`src/hdl/tdsm_pkg.sv`:
```
package tdsm_pkg;

  localparam int WINDOW_DEF = 32;
  localparam int ADC_BITS   = 12;

  localparam int SI_W   = 16;
  localparam int UI_W   = 16;
  localparam int FS_W   = 12;
  localparam int VREF_W = 13;
  localparam int TEMP_W = 10;
  localparam int MV_W   = 13;
  localparam int TDS_W  = 18;
  localparam int CNT_W  = 32;
  localparam int CIDX_W = 8;
  localparam int CDAT_W = 16;

  localparam int ACC_W  = 64;
  localparam int MA_W   = 34;
  localparam int MB_W   = 32;
  localparam int DVS_W  = 45;
  localparam int U_W    = 17;

  localparam logic [CIDX_W-1:0] REG_SAMPLE_INT = 8'd0;
  localparam logic [CIDX_W-1:0] REG_UPDATE_INT = 8'd1;
  localparam logic [CIDX_W-1:0] REG_FULL_SCALE = 8'd2;
  localparam logic [CIDX_W-1:0] REG_VREF       = 8'd3;

  localparam logic [SI_W-1:0]   SI_RST   = 16'd40;
  localparam logic [UI_W-1:0]   UI_RST   = 16'd800;
  localparam logic [FS_W-1:0]   FS_RST   = 12'd4095;
  localparam logic [VREF_W-1:0] VREF_RST = 13'd3300;

  localparam logic [MV_W-1:0]   MV_MAX    = 13'd8191;
  localparam logic [TDS_W-1:0]  TDS_MAX   = 18'd200000;
  localparam logic [ACC_W-1:0]  U_SAT     = 64'd72000;
  localparam logic [MB_W-1:0]   K_UNIT    = 32'd5000;
  localparam logic [TEMP_W:0]   K_TOFS    = 11'd250;
  localparam logic [MB_W-1:0]   K_C3      = 32'd13342;
  localparam logic [MB_W-1:0]   K_C2      = 32'd255860000;
  localparam logic [MA_W-1:0]   K_C1      = 34'd85739;
  localparam logic [MB_W-1:0]   K_E8      = 32'd100000000;
  localparam logic [DVS_W-1:0]  K_TDS_DIV = 45'd20000000000000;

  typedef enum logic [1:0] {
    MAC_LOAD,
    MAC_ADD,
    MAC_SUB
  } mac_op_e;

  typedef struct packed {
    logic    en;
    mac_op_e op;
    logic    shift;
  } mac_ctl_t;

  typedef enum logic [4:0] {
    ST_IDLE,
    ST_CAND_RD,
    ST_CAND_LD,
    ST_SCAN,
    ST_VMUL,
    ST_VGO,
    ST_VWT,
    ST_UMUL,
    ST_UGO,
    ST_UWT,
    ST_C1,
    ST_C2,
    ST_C3,
    ST_C4,
    ST_C5,
    ST_C6,
    ST_TGO,
    ST_TWT,
    ST_FIN
  } state_e;

endpackage

```
`src/hdl/tdsm_if.sv`:
```
interface tdsm_in_if;
  import tdsm_pkg::*;
  logic                  valid;
  logic                  ready;
  logic [ADC_BITS-1:0]   raw_sample;
  logic                  read_ok;
  logic [TEMP_W-1:0]     water_temp;
  modport source (output valid, raw_sample, read_ok, water_temp, input ready);
  modport sink   (input valid, raw_sample, read_ok, water_temp, output ready);
endinterface

interface tdsm_out_if;
  import tdsm_pkg::*;
  logic                  valid;
  logic                  ready;
  logic [ADC_BITS-1:0]   median_code;
  logic [MV_W-1:0]       voltage_mv;
  logic [TDS_W-1:0]      tds_tenth_ppm;
  logic                  fault;
  logic [CNT_W-1:0]      good_updates;
  modport source (output valid, median_code, voltage_mv, tds_tenth_ppm, fault, good_updates,
                  input ready);
  modport sink   (input valid, median_code, voltage_mv, tds_tenth_ppm, fault, good_updates,
                  output ready);
endinterface

interface tdsm_cfg_if;
  import tdsm_pkg::*;
  logic                  valid;
  logic                  ready;
  logic [CIDX_W-1:0]     index;
  logic [CDAT_W-1:0]     data;
  modport source (output valid, index, data, input ready);
  modport sink   (input valid, index, data, output ready);
endinterface

```
`src/hdl/tdsm_ring.sv`:
```
module tdsm_ring #(
  parameter int Window = tdsm_pkg::WINDOW_DEF,
  parameter int PtrW   = (Window > 1) ? $clog2(Window) : 1
) (
  input  logic                          clk_i,
  input  logic                          rst_ni,
  input  logic                          wr_en_i,
  input  logic [tdsm_pkg::ADC_BITS-1:0] wr_data_i,
  input  logic [PtrW-1:0]               rd_addr_i,
  output logic [tdsm_pkg::ADC_BITS-1:0] rd_data_o
);
  import tdsm_pkg::*;

  logic [ADC_BITS-1:0] mem [Window];
  logic [Window-1:0]   vld_q;
  logic [PtrW-1:0]     ptr_q;
  logic [ADC_BITS-1:0] rd_q;

  always_ff @(posedge clk_i or negedge rst_ni) begin
    if (!rst_ni) begin
      vld_q <= '0;
      ptr_q <= '0;
    end else if (wr_en_i) begin
      vld_q[ptr_q] <= 1'b1;
      ptr_q <= (ptr_q == PtrW'(Window - 1)) ? '0 : ptr_q + 1'b1;
    end
  end

  always_ff @(posedge clk_i) begin
    if (wr_en_i) begin
      mem[ptr_q] <= wr_data_i;
    end
    rd_q <= vld_q[rd_addr_i] ? mem[rd_addr_i] : '0;
  end

  assign rd_data_o = rd_q;
endmodule

```
`src/hdl/tdsm_div.sv`:
```
module tdsm_div (
  input  logic                       clk_i,
  input  logic                       rst_ni,
  input  logic                       start_i,
  input  logic [tdsm_pkg::ACC_W-1:0] dividend_i,
  input  logic [tdsm_pkg::DVS_W-1:0] divisor_i,
  output logic                       done_o,
  output logic [tdsm_pkg::ACC_W-1:0] quot_o
);
  import tdsm_pkg::*;

  localparam int StepW = $clog2(ACC_W);

  logic             busy_q, done_q;
  logic [StepW-1:0] step_q;
  logic [ACC_W-1:0] quo_q;
  logic [DVS_W-1:0] dvs_q;
  logic [DVS_W:0]   rem_q;
  logic [DVS_W+1:0] rem_sh, rem_sub;

  assign rem_sh  = {rem_q, quo_q[ACC_W-1]};
  assign rem_sub = rem_sh - {2'b00, dvs_q};

  always_ff @(posedge clk_i or negedge rst_ni) begin
    if (!rst_ni) begin
      busy_q <= 1'b0;
      done_q <= 1'b0;
      step_q <= '0;
    end else begin
      done_q <= 1'b0;
      if (start_i) begin
        busy_q <= 1'b1;
        step_q <= '0;
      end else if (busy_q) begin
        step_q <= step_q + 1'b1;
        if (step_q == StepW'(ACC_W - 1)) begin
          busy_q <= 1'b0;
          done_q <= 1'b1;
        end
      end
    end
  end

  always_ff @(posedge clk_i) begin
    if (start_i) begin
      quo_q <= dividend_i;
      dvs_q <= divisor_i;
      rem_q <= '0;
    end else if (busy_q) begin
      if (!rem_sub[DVS_W+1]) begin
        rem_q <= rem_sub[DVS_W:0];
        quo_q <= {quo_q[ACC_W-2:0], 1'b1};
      end else begin
        rem_q <= rem_sh[DVS_W:0];
        quo_q <= {quo_q[ACC_W-2:0], 1'b0};
      end
    end
  end

  assign done_o = done_q;
  assign quot_o = quo_q;
endmodule

```
`src/hdl/tdsm_mac.sv`:
```
module tdsm_mac (
  input  logic                       clk_i,
  input  tdsm_pkg::mac_ctl_t         ctl_i,
  input  logic [tdsm_pkg::MA_W-1:0]  a_i,
  input  logic [tdsm_pkg::MB_W-1:0]  b_i,
  output logic [tdsm_pkg::ACC_W-1:0] acc_o
);
  import tdsm_pkg::*;

  logic [MA_W+MB_W-1:0] prod;
  logic [ACC_W-1:0]     term, acc_q;

  assign prod = a_i * b_i;
  assign term = ctl_i.shift ? {prod[MA_W-1:0], 30'b0} : prod[ACC_W-1:0];

  always_ff @(posedge clk_i) begin
    if (ctl_i.en) begin
      case (ctl_i.op)
        MAC_LOAD: acc_q <= term;
        MAC_ADD:  acc_q <= acc_q + term;
        MAC_SUB:  acc_q <= acc_q - term;
        default:  acc_q <= term;
      endcase
    end
  end

  assign acc_o = acc_q;
endmodule

```
`src/hdl/tds_median_conductivity_monitor.sv`:
```
// A good update runs a rank-count median over the ring's single read port,
// then up to three 64-step divisions; the last is skipped when the voltage
// term saturates. Throughput: one tick per cycle between updates while the
// output is not stalled; one update in flight, no ticks taken meanwhile.
// A fault update is emitted the cycle after its tick. Reset clears the ring
// through valid bits, the counters, held values and config to defaults.
module tds_median_conductivity_monitor #(
  parameter int Window = tdsm_pkg::WINDOW_DEF
) (
  input  logic       clk_i,
  input  logic       rst_ni,
  tdsm_in_if.sink    in_i,
  tdsm_cfg_if.sink   cfg_i,
  tdsm_out_if.source out_o
);
  import tdsm_pkg::*;

  localparam int PtrW = (Window > 1) ? $clog2(Window) : 1;
  localparam int CntW = $clog2(Window + 1);
  localparam int Rlo  = (Window - 1) / 2;
  localparam int Rhi  = Window / 2;

  logic [SI_W-1:0]   si_q;
  logic [UI_W-1:0]   ui_q;
  logic [FS_W-1:0]   fs_q;
  logic [VREF_W-1:0] vref_q;

  logic [SI_W-1:0] stc_q, stc_n;
  logic [UI_W-1:0] utc_q, utc_n;
  logic            do_s, do_u, smp_ok, in_acc;
  logic            fault_q, fault_n;

  logic [ADC_BITS-1:0] hmed_q, hmed_d;
  logic [MV_W-1:0]     hmv_q, hmv_d;
  logic [TDS_W-1:0]    htds_q, htds_d;
  logic [CNT_W-1:0]    ucnt_q;
  logic                hold_ld;

  logic                 ov_q, ov_d, out_ld, out_free;
  logic [ADC_BITS-1:0]  omed_q;
  logic [MV_W-1:0]      omv_q;
  logic [TDS_W-1:0]     otds_q;
  logic                 oflt_q, oflt_d;
  logic [CNT_W-1:0]     ocnt_q, ocnt_d;

  state_e state_q, state_d;

  logic [TEMP_W-1:0]   temp_q;
  logic [PtrW-1:0]     ic_q, ic_d, jq_q, jq_d, rd_addr;
  logic [ADC_BITS-1:0] cand_q, cand_d, vlo_q, vlo_d, vhi_q, vhi_d, rd_data;
  logic [CntW-1:0]     lt_q, le_q, lt_n, le_n, lt_d, le_d;
  logic [ADC_BITS:0]   med_sum;
  logic [U_W-1:0]      u_q, u_d;
  logic [29:0]         gl_q, gl_d;
  logic [MV_W-1:0]     mv_q, mv_d;
  logic [TDS_W-1:0]    tds_q, tds_d;

  mac_ctl_t         mctl;
  logic [MA_W-1:0]  ma;
  logic [MB_W-1:0]  mb;
  logic [ACC_W-1:0] acc;

  logic             dv_start, dv_done;
  logic [DVS_W-1:0] dv_dvs;
  logic [ACC_W-1:0] dv_quot;

  assign out_free = !ov_q || out_o.ready;
  assign in_i.ready = (state_q == ST_IDLE) && out_free;
  assign in_acc = in_i.valid && in_i.ready;
  assign cfg_i.ready = 1'b1;

  always_comb begin
    stc_n = (stc_q < 16'hFFFF) ? stc_q + 1'b1 : stc_q;
    utc_n = (utc_q < 16'hFFFF) ? utc_q + 1'b1 : utc_q;
    do_s  = stc_n >= si_q;
    do_u  = utc_n >= ui_q;
    smp_ok  = in_i.read_ok && ({4'b0, in_i.raw_sample} < {4'b0, fs_q});
    fault_n = do_s ? !smp_ok : fault_q;
  end

  always_ff @(posedge clk_i or negedge rst_ni) begin
    if (!rst_ni) begin
      si_q   <= SI_RST;
      ui_q   <= UI_RST;
      fs_q   <= FS_RST;
      vref_q <= VREF_RST;
    end else if (cfg_i.valid) begin
      case (cfg_i.index)
        REG_SAMPLE_INT: si_q   <= cfg_i.data;
        REG_UPDATE_INT: ui_q   <= cfg_i.data;
        REG_FULL_SCALE: fs_q   <= cfg_i.data[FS_W-1:0];
        REG_VREF:       vref_q <= cfg_i.data[VREF_W-1:0];
        default: ;
      endcase
    end
  end

  always_ff @(posedge clk_i or negedge rst_ni) begin
    if (!rst_ni) begin
      stc_q   <= '0;
      utc_q   <= '0;
      fault_q <= 1'b0;
      hmed_q  <= '0;
      hmv_q   <= '0;
      htds_q  <= '0;
      ucnt_q  <= '0;
      ov_q    <= 1'b0;
      state_q <= ST_IDLE;
    end else begin
      state_q <= state_d;
      ov_q    <= ov_d;
      if (in_acc) begin
        stc_q   <= do_s ? '0 : stc_n;
        utc_q   <= do_u ? '0 : utc_n;
        fault_q <= fault_n;
      end
      if (hold_ld) begin
        hmed_q <= hmed_d;
        hmv_q  <= hmv_d;
        htds_q <= htds_d;
        ucnt_q <= ucnt_q + 1'b1;
      end
    end
  end

  always_ff @(posedge clk_i) begin
    if (in_acc) begin
      temp_q <= in_i.water_temp;
    end
    ic_q   <= ic_d;
    jq_q   <= jq_d;
    cand_q <= cand_d;
    vlo_q  <= vlo_d;
    vhi_q  <= vhi_d;
    lt_q   <= lt_d;
    le_q   <= le_d;
    u_q    <= u_d;
    gl_q   <= gl_d;
    mv_q   <= mv_d;
    tds_q  <= tds_d;
    if (out_ld) begin
      omed_q <= hmed_d;
      omv_q  <= hmv_d;
      otds_q <= htds_d;
      oflt_q <= oflt_d;
      ocnt_q <= ocnt_d;
    end
  end

  assign med_sum = {1'b0, vlo_q} + {1'b0, vhi_q};
  assign lt_n = lt_q + CntW'(rd_data < cand_q);
  assign le_n = le_q + CntW'(rd_data <= cand_q);

  always_comb begin
    state_d  = state_q;
    ov_d     = ov_q && !out_o.ready;
    out_ld   = 1'b0;
    hold_ld  = 1'b0;
    oflt_d   = 1'b0;
    ocnt_d   = ucnt_q + 1'b1;
    hmed_d   = med_sum[ADC_BITS:1];
    hmv_d    = hmv_q;
    htds_d   = htds_q;
    ic_d     = ic_q;
    jq_d     = jq_q;
    cand_d   = cand_q;
    vlo_d    = vlo_q;
    vhi_d    = vhi_q;
    lt_d     = lt_q;
    le_d     = le_q;
    u_d      = u_q;
    gl_d     = gl_q;
    mv_d     = mv_q;
    tds_d    = tds_q;
    rd_addr  = ic_q;
    mctl     = '{en: 1'b0, op: MAC_LOAD, shift: 1'b0};
    ma       = '0;
    mb       = '0;
    dv_start = 1'b0;
    dv_dvs   = K_TDS_DIV;

    case (state_q)
      ST_IDLE: begin
        ic_d = '0;
        if (in_acc && do_u) begin
          if (fault_n) begin
            out_ld = 1'b1;
            ov_d   = 1'b1;
            hmed_d = hmed_q;
            oflt_d = 1'b1;
            ocnt_d = ucnt_q;
          end else begin
            state_d = ST_CAND_RD;
          end
        end
      end
      ST_CAND_RD: begin
        state_d = ST_CAND_LD;
      end
      ST_CAND_LD: begin
        cand_d  = rd_data;
        rd_addr = '0;
        jq_d    = '0;
        lt_d    = '0;
        le_d    = '0;
        state_d = ST_SCAN;
      end
      ST_SCAN: begin
        rd_addr = jq_q + 1'b1;
        jq_d    = jq_q + 1'b1;
        lt_d    = lt_n;
        le_d    = le_n;
        if (jq_q == PtrW'(Window - 1)) begin
          if (lt_n <= CntW'(Rlo) && CntW'(Rlo) < le_n) begin
            vlo_d = cand_q;
          end
          if (lt_n <= CntW'(Rhi) && CntW'(Rhi) < le_n) begin
            vhi_d = cand_q;
          end
          ic_d    = ic_q + 1'b1;
          rd_addr = ic_q + 1'b1;
          state_d = (ic_q == PtrW'(Window - 1)) ? ST_VMUL : ST_CAND_RD;
        end
      end
      ST_VMUL: begin
        mctl    = '{en: 1'b1, op: MAC_LOAD, shift: 1'b0};
        ma      = MA_W'(med_sum[ADC_BITS:1]);
        mb      = MB_W'(vref_q);
        state_d = ST_VGO;
      end
      ST_VGO: begin
        dv_start = 1'b1;
        dv_dvs   = (fs_q == '0) ? DVS_W'(1) : DVS_W'(fs_q);
        state_d  = ST_VWT;
      end
      ST_VWT: begin
        if (dv_done) begin
          mv_d    = (dv_quot > ACC_W'(MV_MAX)) ? MV_MAX : dv_quot[MV_W-1:0];
          state_d = ST_UMUL;
        end
      end
      ST_UMUL: begin
        mctl    = '{en: 1'b1, op: MAC_LOAD, shift: 1'b0};
        ma      = MA_W'(mv_q);
        mb      = K_UNIT;
        state_d = ST_UGO;
      end
      ST_UGO: begin
        dv_start = 1'b1;
        dv_dvs   = DVS_W'({1'b0, temp_q} + K_TOFS);
        state_d  = ST_UWT;
      end
      ST_UWT: begin
        if (dv_done) begin
          u_d = dv_quot[U_W-1:0];
          if (dv_quot >= U_SAT) begin
            tds_d   = TDS_MAX;
            state_d = ST_FIN;
          end else begin
            state_d = ST_C1;
          end
        end
      end
      ST_C1: begin
        mctl    = '{en: 1'b1, op: MAC_LOAD, shift: 1'b0};
        ma      = MA_W'(u_q);
        mb      = MB_W'(u_q);
        state_d = ST_C2;
      end
      ST_C2: begin
        mctl    = '{en: 1'b1, op: MAC_LOAD, shift: 1'b0};
        ma      = acc[MA_W-1:0];
        mb      = K_C3;
        state_d = ST_C3;
      end
      ST_C3: begin
        mctl    = '{en: 1'b1, op: MAC_SUB, shift: 1'b0};
        ma      = MA_W'(u_q);
        mb      = K_C2;
        state_d = ST_C4;
      end
      ST_C4: begin
        mctl    = '{en: 1'b1, op: MAC_ADD, shift: 1'b0};
        ma      = K_C1;
        mb      = K_E8;
        state_d = ST_C5;
      end
      ST_C5: begin
        mctl    = '{en: 1'b1, op: MAC_LOAD, shift: 1'b1};
        ma      = acc[ACC_W-1:30];
        mb      = MB_W'(u_q);
        gl_d    = acc[29:0];
        state_d = ST_C6;
      end
      ST_C6: begin
        mctl    = '{en: 1'b1, op: MAC_ADD, shift: 1'b0};
        ma      = MA_W'(u_q);
        mb      = MB_W'(gl_q);
        state_d = ST_TGO;
      end
      ST_TGO: begin
        dv_start = 1'b1;
        state_d  = ST_TWT;
      end
      ST_TWT: begin
        if (dv_done) begin
          // a negative cubic result, marked by the sign bit, is clamped to zero
          if (acc[ACC_W-1]) begin
            tds_d = '0;
          end else begin
            tds_d = (dv_quot > ACC_W'(TDS_MAX)) ? TDS_MAX : dv_quot[TDS_W-1:0];
          end
          state_d = ST_FIN;
        end
      end
      ST_FIN: begin
        hmv_d  = mv_q;
        htds_d = tds_q;
        if (out_free) begin
          hold_ld = 1'b1;
          out_ld  = 1'b1;
          ov_d    = 1'b1;
          state_d = ST_IDLE;
        end
      end
      default: state_d = ST_IDLE;
    endcase
  end

  tdsm_ring #(
    .Window (Window)
  ) u_ring (
    .clk_i     (clk_i),
    .rst_ni    (rst_ni),
    .wr_en_i   (in_acc && do_s && smp_ok),
    .wr_data_i (in_i.raw_sample),
    .rd_addr_i (rd_addr),
    .rd_data_o (rd_data)
  );

  tdsm_mac u_mac (
    .clk_i (clk_i),
    .ctl_i (mctl),
    .a_i   (ma),
    .b_i   (mb),
    .acc_o (acc)
  );

  tdsm_div u_div (
    .clk_i      (clk_i),
    .rst_ni     (rst_ni),
    .start_i    (dv_start),
    .dividend_i (acc),
    .divisor_i  (dv_dvs),
    .done_o     (dv_done),
    .quot_o     (dv_quot)
  );

  assign out_o.valid         = ov_q;
  assign out_o.median_code   = omed_q;
  assign out_o.voltage_mv    = omv_q;
  assign out_o.tds_tenth_ppm = otds_q;
  assign out_o.fault         = oflt_q;
  assign out_o.good_updates  = ocnt_q;
endmodule

```
`src/flat_wrapper.sv`:
```
// flat-port wrapper written by rule: the top's interface ports become plain ports
module tds_median_conductivity_monitor_flat import tdsm_pkg::*;
#(
  parameter int Window = tdsm_pkg::WINDOW_DEF
)
  (clk_i, rst_ni, in_i_valid, in_i_raw_sample, in_i_read_ok, in_i_water_temp, in_i_ready, cfg_i_valid, cfg_i_index, cfg_i_data, cfg_i_ready, out_o_valid, out_o_median_code, out_o_voltage_mv, out_o_tds_tenth_ppm, out_o_fault, out_o_good_updates, out_o_ready);
  tdsm_in_if in_i_i ();
  tdsm_cfg_if cfg_i_i ();
  tdsm_out_if out_o_i ();
  input  logic clk_i;
  input  logic rst_ni;
  input wire logic [$bits(in_i_i.valid)-1:0] in_i_valid;
  input wire logic [$bits(in_i_i.raw_sample)-1:0] in_i_raw_sample;
  input wire logic [$bits(in_i_i.read_ok)-1:0] in_i_read_ok;
  input wire logic [$bits(in_i_i.water_temp)-1:0] in_i_water_temp;
  output wire logic [$bits(in_i_i.ready)-1:0] in_i_ready;
  input wire logic [$bits(cfg_i_i.valid)-1:0] cfg_i_valid;
  input wire logic [$bits(cfg_i_i.index)-1:0] cfg_i_index;
  input wire logic [$bits(cfg_i_i.data)-1:0] cfg_i_data;
  output wire logic [$bits(cfg_i_i.ready)-1:0] cfg_i_ready;
  output wire logic [$bits(out_o_i.valid)-1:0] out_o_valid;
  output wire logic [$bits(out_o_i.median_code)-1:0] out_o_median_code;
  output wire logic [$bits(out_o_i.voltage_mv)-1:0] out_o_voltage_mv;
  output wire logic [$bits(out_o_i.tds_tenth_ppm)-1:0] out_o_tds_tenth_ppm;
  output wire logic [$bits(out_o_i.fault)-1:0] out_o_fault;
  output wire logic [$bits(out_o_i.good_updates)-1:0] out_o_good_updates;
  input wire logic [$bits(out_o_i.ready)-1:0] out_o_ready;
  assign in_i_i.valid = in_i_valid;
  assign in_i_i.raw_sample = in_i_raw_sample;
  assign in_i_i.read_ok = in_i_read_ok;
  assign in_i_i.water_temp = in_i_water_temp;
  assign in_i_ready = in_i_i.ready;
  assign cfg_i_i.valid = cfg_i_valid;
  assign cfg_i_i.index = cfg_i_index;
  assign cfg_i_i.data = cfg_i_data;
  assign cfg_i_ready = cfg_i_i.ready;
  assign out_o_valid = out_o_i.valid;
  assign out_o_median_code = out_o_i.median_code;
  assign out_o_voltage_mv = out_o_i.voltage_mv;
  assign out_o_tds_tenth_ppm = out_o_i.tds_tenth_ppm;
  assign out_o_fault = out_o_i.fault;
  assign out_o_good_updates = out_o_i.good_updates;
  assign out_o_i.ready = out_o_ready;
  tds_median_conductivity_monitor #(.Window(Window)) u_core (.clk_i(clk_i), .rst_ni(rst_ni), .in_i(in_i_i), .cfg_i(cfg_i_i), .out_o(out_o_i));
endmodule
```
`config.mk`:
```
export PLATFORM = sky130hd
export DESIGN_NAME = tds_median_conductivity_monitor_flat
export DESIGN_NICKNAME = d
export VERILOG_FILES = /design/src/hdl/tdsm_pkg.sv /design/src/hdl/tdsm_if.sv /design/src/hdl/tdsm_ring.sv /design/src/hdl/tdsm_div.sv /design/src/hdl/tdsm_mac.sv /design/src/hdl/tds_median_conductivity_monitor.sv /design/src/flat_wrapper.sv
export SDC_FILE = /design/constraint.sdc
export NUM_CORES = 2
export LEC_CHECK = 0
export ABC_AREA = 1
export BUFFER_PORTS_ARGS = -buffer_cell sky130_fd_sc_hd__buf_2
export CELL_PAD_IN_SITES_DETAIL_PLACEMENT = 1
export CELL_PAD_IN_SITES_GLOBAL_PLACEMENT = 2
export CORE_MARGIN = 10
export CORE_UTILIZATION = 41
export CTS_BUF_LIST = sky130_fd_sc_hd__clkbuf_8
export DETAILED_ROUTE_END_ITERATION = 10
export HOLD_SLACK_MARGIN = 0.03
export PLACE_DENSITY = 0.82
export SYNTH_ARGS = -nofsm -noshare
export SYNTH_HDL_FRONTEND = slang
export SYNTH_HIERARCHICAL = 1
export SYNTH_SLANG_ARGS = --single-unit
```
`constraint.sdc`:
```
create_clock -name clk_i -period 13.95 [get_ports clk_i]
set_input_delay 0 -clock clk_i [delete_from_list [all_inputs] [get_ports clk_i]]
set_output_delay 0 -clock clk_i [all_outputs]
set_load 0.01 [all_outputs]
```
# Word-level counts from Yosys, hierarchy flattened
# Memory sizes are Yosys's and may differ from the RTL's. A register that Yosys moved wholly into a read port is not among the register bits.
# Cells that the tools add are included.
[classes]
reduce_logical = 38
n_mux = 72
magnitude_cmp = 17
n_eq_ne = 35
div = 0
mul = 1
n_addsub = 14
n_bitwise = 1
shifts = 0
[ops]
columns = ["cell", "count"]
rows = [
  ["$pmux W30 S7", 1],
  ["$pmux W34 S6", 1],
  ["$mux W64", 3],
  ["$pmux W64 S2", 1],
  ["$mux W18", 6],
  ["$mux W32", 3],
  ["$pmux W5 S19", 1],
  ["$pmux W45 S2", 1],
  ["$add A64 B64 Y64", 1],
  ["$ge A64 B17 Y1 const B", 1],
  ["$gt A64 B13 Y1 const B", 1],
  ["$gt A64 B18 Y1 const B", 1],
  ["$mul A34 B30 Y64", 1],
  ["$mux W16", 4],
  ["$sub A64 B64 Y64", 1],
  ["$mux W5", 11],
  ["$mux W12", 4],
  ["$sub A47 B45 Y47", 1],
  ["$mux W46", 1],
  ["$eq A5 B4 Y1 const B", 8],
  ["$pmux W18 S2", 1],
  ["$add A16 B1 Y16 const B", 2],
  ["$add A32 B1 Y32 const B", 1],
  ["$ge A16 B16 Y1", 2],
  ["other kinds (50)", 120],
]
[word_totals]
input_bits = 52
rom_bits = 0
memories = 1
register_bits = 657
elab_cells = 218
output_inout_bits = 79
ramBits = 384
latch_bits = 0
[memory_table]
columns = ["memory", "words", "word_bits", "rd", "rd_clocked_by_memory_dff", "write_ports", "line", "source"]
rows = [
  ["u_core.u_ring.mem", 32, 12, 1, 1, 1, "tdsm_ring.sv:14", "logic [ADC_BITS-1:0] mem [Window];"],
]

# Logic depth before layout (Yosys ltp)
[depth]
word_depth = 8
depth_mapped = 66
depth_no_buf = 64

# By module
# The synthesis kept the hierarchy.
[modules_own_cells]
columns = ["module", "area_per_inst_um2", "cells_each", "seq_area_each_um2", "n_inst"]
rows = [
  ["tdsm_mac", 47060.1, 6696, 1921.8, 1],
  ["tds_median_conductivity_monitor", 20246.9, 2238, 10974.3, 1],
  ["tdsm_ring", 18182.4, 1697, 12697.2, 1],
  ["tdsm_div", 10686.5, 1583, 4394.2, 1],
]

# Worst setup path after synthesis
# OpenSTA, ideal clock, no wires.
[synth_path]
path_type = "register -> register"
start = "reg u_core.state_q[4]"
end = "reg u_core.u_mac.acc_q[53], in the netlist u_core/u_mac/acc_o[53], data pin"
path_slack_ns = 3.426
path_buffers = 3
setup_time_ns = 0.267
required_time_ns = 13.683
arrival_time_ns = 10.258
synth_period_minus_slack_ns = 10.524
stages_incl_launch_ff = 60
path_cell_list = "dfrtp_1 inv_2 nand2_1 nor2_1 inv_1 nor2_2 inv_2 nand2_2 buf_2 nand2_1 nand4_1 clkbuf_1 clkbuf_1 nand2_1 fa_1 inv_1 fa_1 inv_1 [24 not listed] nand2_1 nor3_4 nand3_2 nand2_1 xor2_1 ha_1 a21oi_1 inv_1 a31oi_1 o21ai_0 a21oi_1 inv_1 a21oi_1 o21ai_0 a21o_1 or2_2 nand3_1 o21ai_0"
[synth_via]
elab_chain_cells = 7
word_cells_on_any_way = 22
classes_between = "add/sub: 2; mul: 1; eq/ne: 10; mux: 5; reduce/logical: 4"
[synth_rtl]
columns = ["element", "line", "source"]
rows = [
  ["from (decl)", "tds_median_conductivity_monitor.sv:46", "state_e state_q, state_d;"],
  ["from (signal assigned)", "tds_median_conductivity_monitor.sv:110", "state_q <= state_d;"],
  ["$eq A5 B4 Y1", "tds_median_conductivity_monitor.sv:182", "case (state_q)"],
  ["$reduce_or A2 Y1 (no source line)", "-", ""],
  ["$pmux W30 S7 *", "tds_median_conductivity_monitor.sv:182", ""],
  ["named net u_core.mb[4]", "tds_median_conductivity_monitor.sv:60", "logic [MB_W-1:0] mb;"],
  ["$mul A34 B30 Y64 *", "tdsm_mac.sv:13", "assign prod = a_i * b_i;"],
  ["$mux W64 *", "tdsm_mac.sv:14", "assign term = ctl_i.shift ? {prod[MA_W-1:0], 30'b0} : prod[ACC_W-1:0];"],
  ["$sub A64 B64 Y64 or $add A64 B64 Y64 (tied branches)", "tdsm_mac.sv:21, tdsm_mac.sv:20", ""],
  ["$pmux W64 S2 *", "tdsm_mac.sv:18", "case (ctl_i.op)"],
  ["to (signal assigned)", "tdsm_mac.sv:19", "MAC_LOAD: acc_q <= term;"],
  ["to (signal assigned)", "tdsm_mac.sv:21", "MAC_SUB: acc_q <= acc_q - term;"],
  ["to (signal assigned)", "tdsm_mac.sv:22", "default: acc_q <= term;"],
  ["to (decl)", "tdsm_mac.sv:11", "logic [ACC_W-1:0] term, acc_q;"],
]
# The timed path passes the listed nets; every way through them passes the cells marked *.
# A chain may end at the register's enable or synchronous reset.

# Worst setup path in the final report
[layout_path]
start = "reg u_core.state_q[4]"
end = "reg u_core.u_mac.acc_q[58], in the netlist u_core/u_mac/acc_o[58], data pin"
[layout_via]
elab_chain_cells = 7
word_cells_on_any_way = 22
classes_between = "add/sub: 2; mul: 1; eq/ne: 10; mux: 5; reduce/logical: 4"
[layout_rtl]
columns = ["element", "line"]
rows = [
  ["$eq A5 B4 Y1", "tds_median_conductivity_monitor.sv:182"],
  ["$reduce_or A3 Y1 (no source line) or $reduce_or A2 Y1 (tied branches)", "-"],
  ["$pmux W34 S6 or $pmux W30 S7 (tied branches)", "tds_median_conductivity_monitor.sv:182"],
  ["$mul A34 B30 Y64", "tdsm_mac.sv:13"],
  ["$mux W64", "tdsm_mac.sv:14"],
  ["$sub A64 B64 Y64 or $add A64 B64 Y64 (tied branches)", "tdsm_mac.sv:21, tdsm_mac.sv:20"],
  ["$pmux W64 S2 *", "tdsm_mac.sv:18"],
]
# Every way passes the cells marked *; elsewhere a longest branch is shown, timed or not.

==> metrics <==
complex-gate fraction of the synthesized area=~5%; max_slew headroom=9.76%; final-report max-slew violation count=0; width of the die=slightly above 500 um; boundary pin count=between 100 and 150; Tightest Hold Check Type=in -> reg; pin count of the biggest net entering global routing=104; cell at the root of the clock tree=clkbuf_8; Initial DRC Count=6421; total number of vias=81300; per-cell via count in the routed design=a little over 5; post-detailed-route DRC marker count=0; peak clock frequency supported by timing=roughly 0.074 GHz; Worst Clk Skew=about 0.038 ns; arrival time of data at the critical path endpoint=roughly 14 ns; Most common cell on crit path=nand2_1; mapped cell area=96200 um2; via count of the first global-routing pass=85800; most common flop cell mapped by yosys=edfxtp_1; slowest stage cell on the critical path=a21oi_1; Die ar.=between 200000 and 300000 um2; antenna violations before repair=14; cell count after synthesis=approximately 12000; die height=approximately 500 um; sum of buffers and inverters on the critical path=10; sequential element share of the synthesized area=between 30% and 40%; DR pass1 iterations=8; clock insertion delay at the later pin of the skew report=0.91 ns; family with the most delay on the worst path=adder cells; post-route clock period utilization=a little over nine tenths; mean post-synth cell area=around 7.9 um2; leak pwr=54.4 nW; TritonCTS buffer count=about 170; Final setup viols=0; Adder-Cell Fraction of Synth Area=approximately 26%; Area growth, synth to finish=9.62%; total of warnings raised by yosys=6; peak per-stage delay on the critical path=roughly 0.82 ns; proportion of netlist area held by the largest area contributor=24.3%; number of synthesized register bits=1053; post-synthesis cell type count=74; leading cell types by total area after synthesis=edfxtp_1 (24%), fa_1 (20%), nand2_1 (15%); commonest cells after routing, fill and taps aside=nand2_1 (3899), inv_1 (2815), fa_1 (958), edfxtp_1 (779), nand3_1 (597); count of max-cap constraint violations=0; dominant cell type by area after synthesis=edfxtp_1; Crit Path Max Fanout=23; final WL=357 mm; TritonCTS clock tree=yes; Tmin final=~14 ns; TNS Setup=0 ns; post-synthesis simple-gate area fraction=between 20% and 30%; data required time of the critical path=roughly 15 ns; number of nets still failing antenna checks after routing=0; final-stage net count=between 10000 and 15000; share of the synthesized netlist area taken by xor and xnor gates=between 1.5 and 2%; Tightest Pin Transition=1.35 ns; proportion of layout cells with a drive suffix above 1=under 10%; largest family of logic cells by synthesized area=adder cells; H-Tree Level Count=4; CP Launch Type=register; floorplan core area=approximately 230000 um2; Critical Path End Type=register; clock sinks=1053; Total Routing Usage GR=a little over a quarter; number of flops mapped to enable cells by yosys=between 700 and 800; DP Wirelength=approximately 280 mm; hold violation count in the final report=0; proportion of synthesized flip-flops having asynchronous set or reset=20.5%; first-pass GRT wire length=roughly 540 mm; power density of the placed cells=68.2 nW/um2; starting density of the core=41.3%; RSZ-0062 raised after global routing=no; multiplexer share of the synthesized area=less than 1%; routability cong.=roughly 0.96; filler cell count in the final layout=about 29000; number of standard-cell rows in the floorplan=around 180; most frequent standard cell in the layout excluding fill and tap cells=nand2_1; Area after DPL=around 100000 um2; number of buffers between clock root and the deepest sink=3; total congestion overflow after global routing=0; outcome=complete, no violations; clock input transition at the sequential cells of the worst setup and hold paths=around 0.08 ns; count of input and output buffers=~130; final instance area=105000 um2; maximum vdd drop=approximately 72 uV; routed wire length per instance=around 23 um; start-to-end type of the worst setup path=reg -> reg
-- layer usage --
metal  vias up  part of all wire (%)  track usage [%]  routed length (um)
li1      37300                     -                -                   -
met1     41300                    47             39.9              166000
met2      2322                    44             42.2              157000
met3       430                   6.8             4.51               24100
met4         2                   2.6             6.47                9350
met5         -                 0.031            0.319                 111
-- path summary, 6_finish.rpt --
path                                             from                 endpoint  slack (ns)  cells after the start
hold reg to reg            u_core/u_ring/rd_data_o[4]         u_core/cand_q[4]        0.46                      0
min in group asynchronous                      rst_ni         u_core/vref_q[7]        0.27                      3
setup reg to reg                    u_core/state_q[4]   u_core/u_mac/acc_o[58]        0.44                     56
setup / recovery                    u_core/state_q[4]   u_core/u_mac/acc_o[58]        0.44                     56
hold / removal                            out_o_ready       u_core/out_o.valid        0.15                      5
max in group asynchronous                      rst_ni  u_core/u_ring/vld_q[17]       11.87                      5
-- cells in the mapped netlist (11+ instances only) --
cell type / count
a21oi_1: 270
a22o_1: 14
a22oi_1: 13
a31oi_1: 29
buf_1: 26
buf_2: 63
buf_4: 17
buf_6: 26
clkbuf_1: 315
dfrtp_1: 193
dfstp_2: 23
dfxtp_1: 58
edfxtp_1: 779
fa_1: 958
ha_1: 444
inv_1: 2746
inv_2: 37
nand2_1: 3902
nand2_2: 24
nand3_1: 600
nand3_2: 21
nand3b_1: 30
nand4_1: 79
nor2_1: 573
nor2_2: 49
nor3_1: 44
nor4_1: 18
o2111ai_1: 11
o211ai_1: 14
o21a_1: 19
o21ai_0: 375
o21ai_1: 41
o21bai_1: 14
o22ai_1: 25
or2_2: 65
xnor2_1: 61
xor2_1: 126
-- where the power goes --
part / internal [mW] / switching [mW]
Combinational: 0.308 / 0.637
Clock: 1.39 / 1.36
Sequential: 3.43 / 0.0620
Total: 5.13 / 2.06
-- layout make-up --
type | instances | area (um2) | share of cell area, %
multi-input combinational | 7943 | 54200 | 51.4
sequential | 1053 | 30000 | 28.4
inverter | 2793 | 10500 | 9.96
tap | 3132 | 3920 | 3.72
timing repair buffer | 434 | 3390 | 3.22
clock buffer | 190 | 2620 | 2.48
clock inverter | 129 | 773 | 0.733
antenna | 8 | 20.0 | 0.0190
-- flip-flops by register name (all words and copies together), names as in the netlist, 16 cells and up --
signal,flops
u_core/u_ring/mem,384
u_core/u_div/quot_o,64
u_core/u_ring/vld_q,32
u_core/out_o.good_updates,32
u_core/si_q,16
u_core/u_mac/acc_o,64
u_core/ucnt_q,32
u_core/htds_q,18
u_core/gl_q,30
u_core/ui_q,16
u_core/stc_q,16
u_core/u_div/dvs_q,45
u_core/utc_q,16
u_core/u_div/rem_q,46
u_core/u_q,17
u_core/out_o.tds_tenth_ppm,18
u_core/tds_q,18
-- worst reg2reg max path, delay by kind of cell, from the launching register on --
family,cells,cell delay (ns)
buf+inv,10,0.95
fa+ha+maj,10,4.89
compound gates,10,3.34
xor+xnor,2,0.44
flops,1,0.49
simple gates,24,3.18
-- kinds of logic after synthesis --
group / count (synthesis)
XOR/XNOR: 187
multiplexers: 1
AND/OR/NAND/NOR: 5451
flip-flops: 1053
adder cells (fa/ha/maj): 1402
other: 2
AO/OA/AOI/OAI: 877
buffers and inverters: 3241
-- through the flow --
stage,hold slack (ns),power (mW),setup WS [ns],instances,utilization [%]
2_1_floorplan,-0.296,4.19,3.43,12200,-
4_1_cts,0.0437,7.25,0.333,15600,45.0
6_report,0.147,7.19,0.445,15700,45.3
5_1_grt,0.163,7.55,0.00181,15700,45.3
3_5_place_dp,0.145,4.48,0.369,15200,43.2
3_3_place_gp,0.137,4.45,0.432,15200,43.2
-- timing repair --
action,CTS,global route
hold buffers,90,0
hold endpoints to repair,573,0
endpoints found under the setup margin,0,17
buffers inserted,0,37
gates resized for setup,0,22
Note: power is estimated with default switching activity, not from simulation.
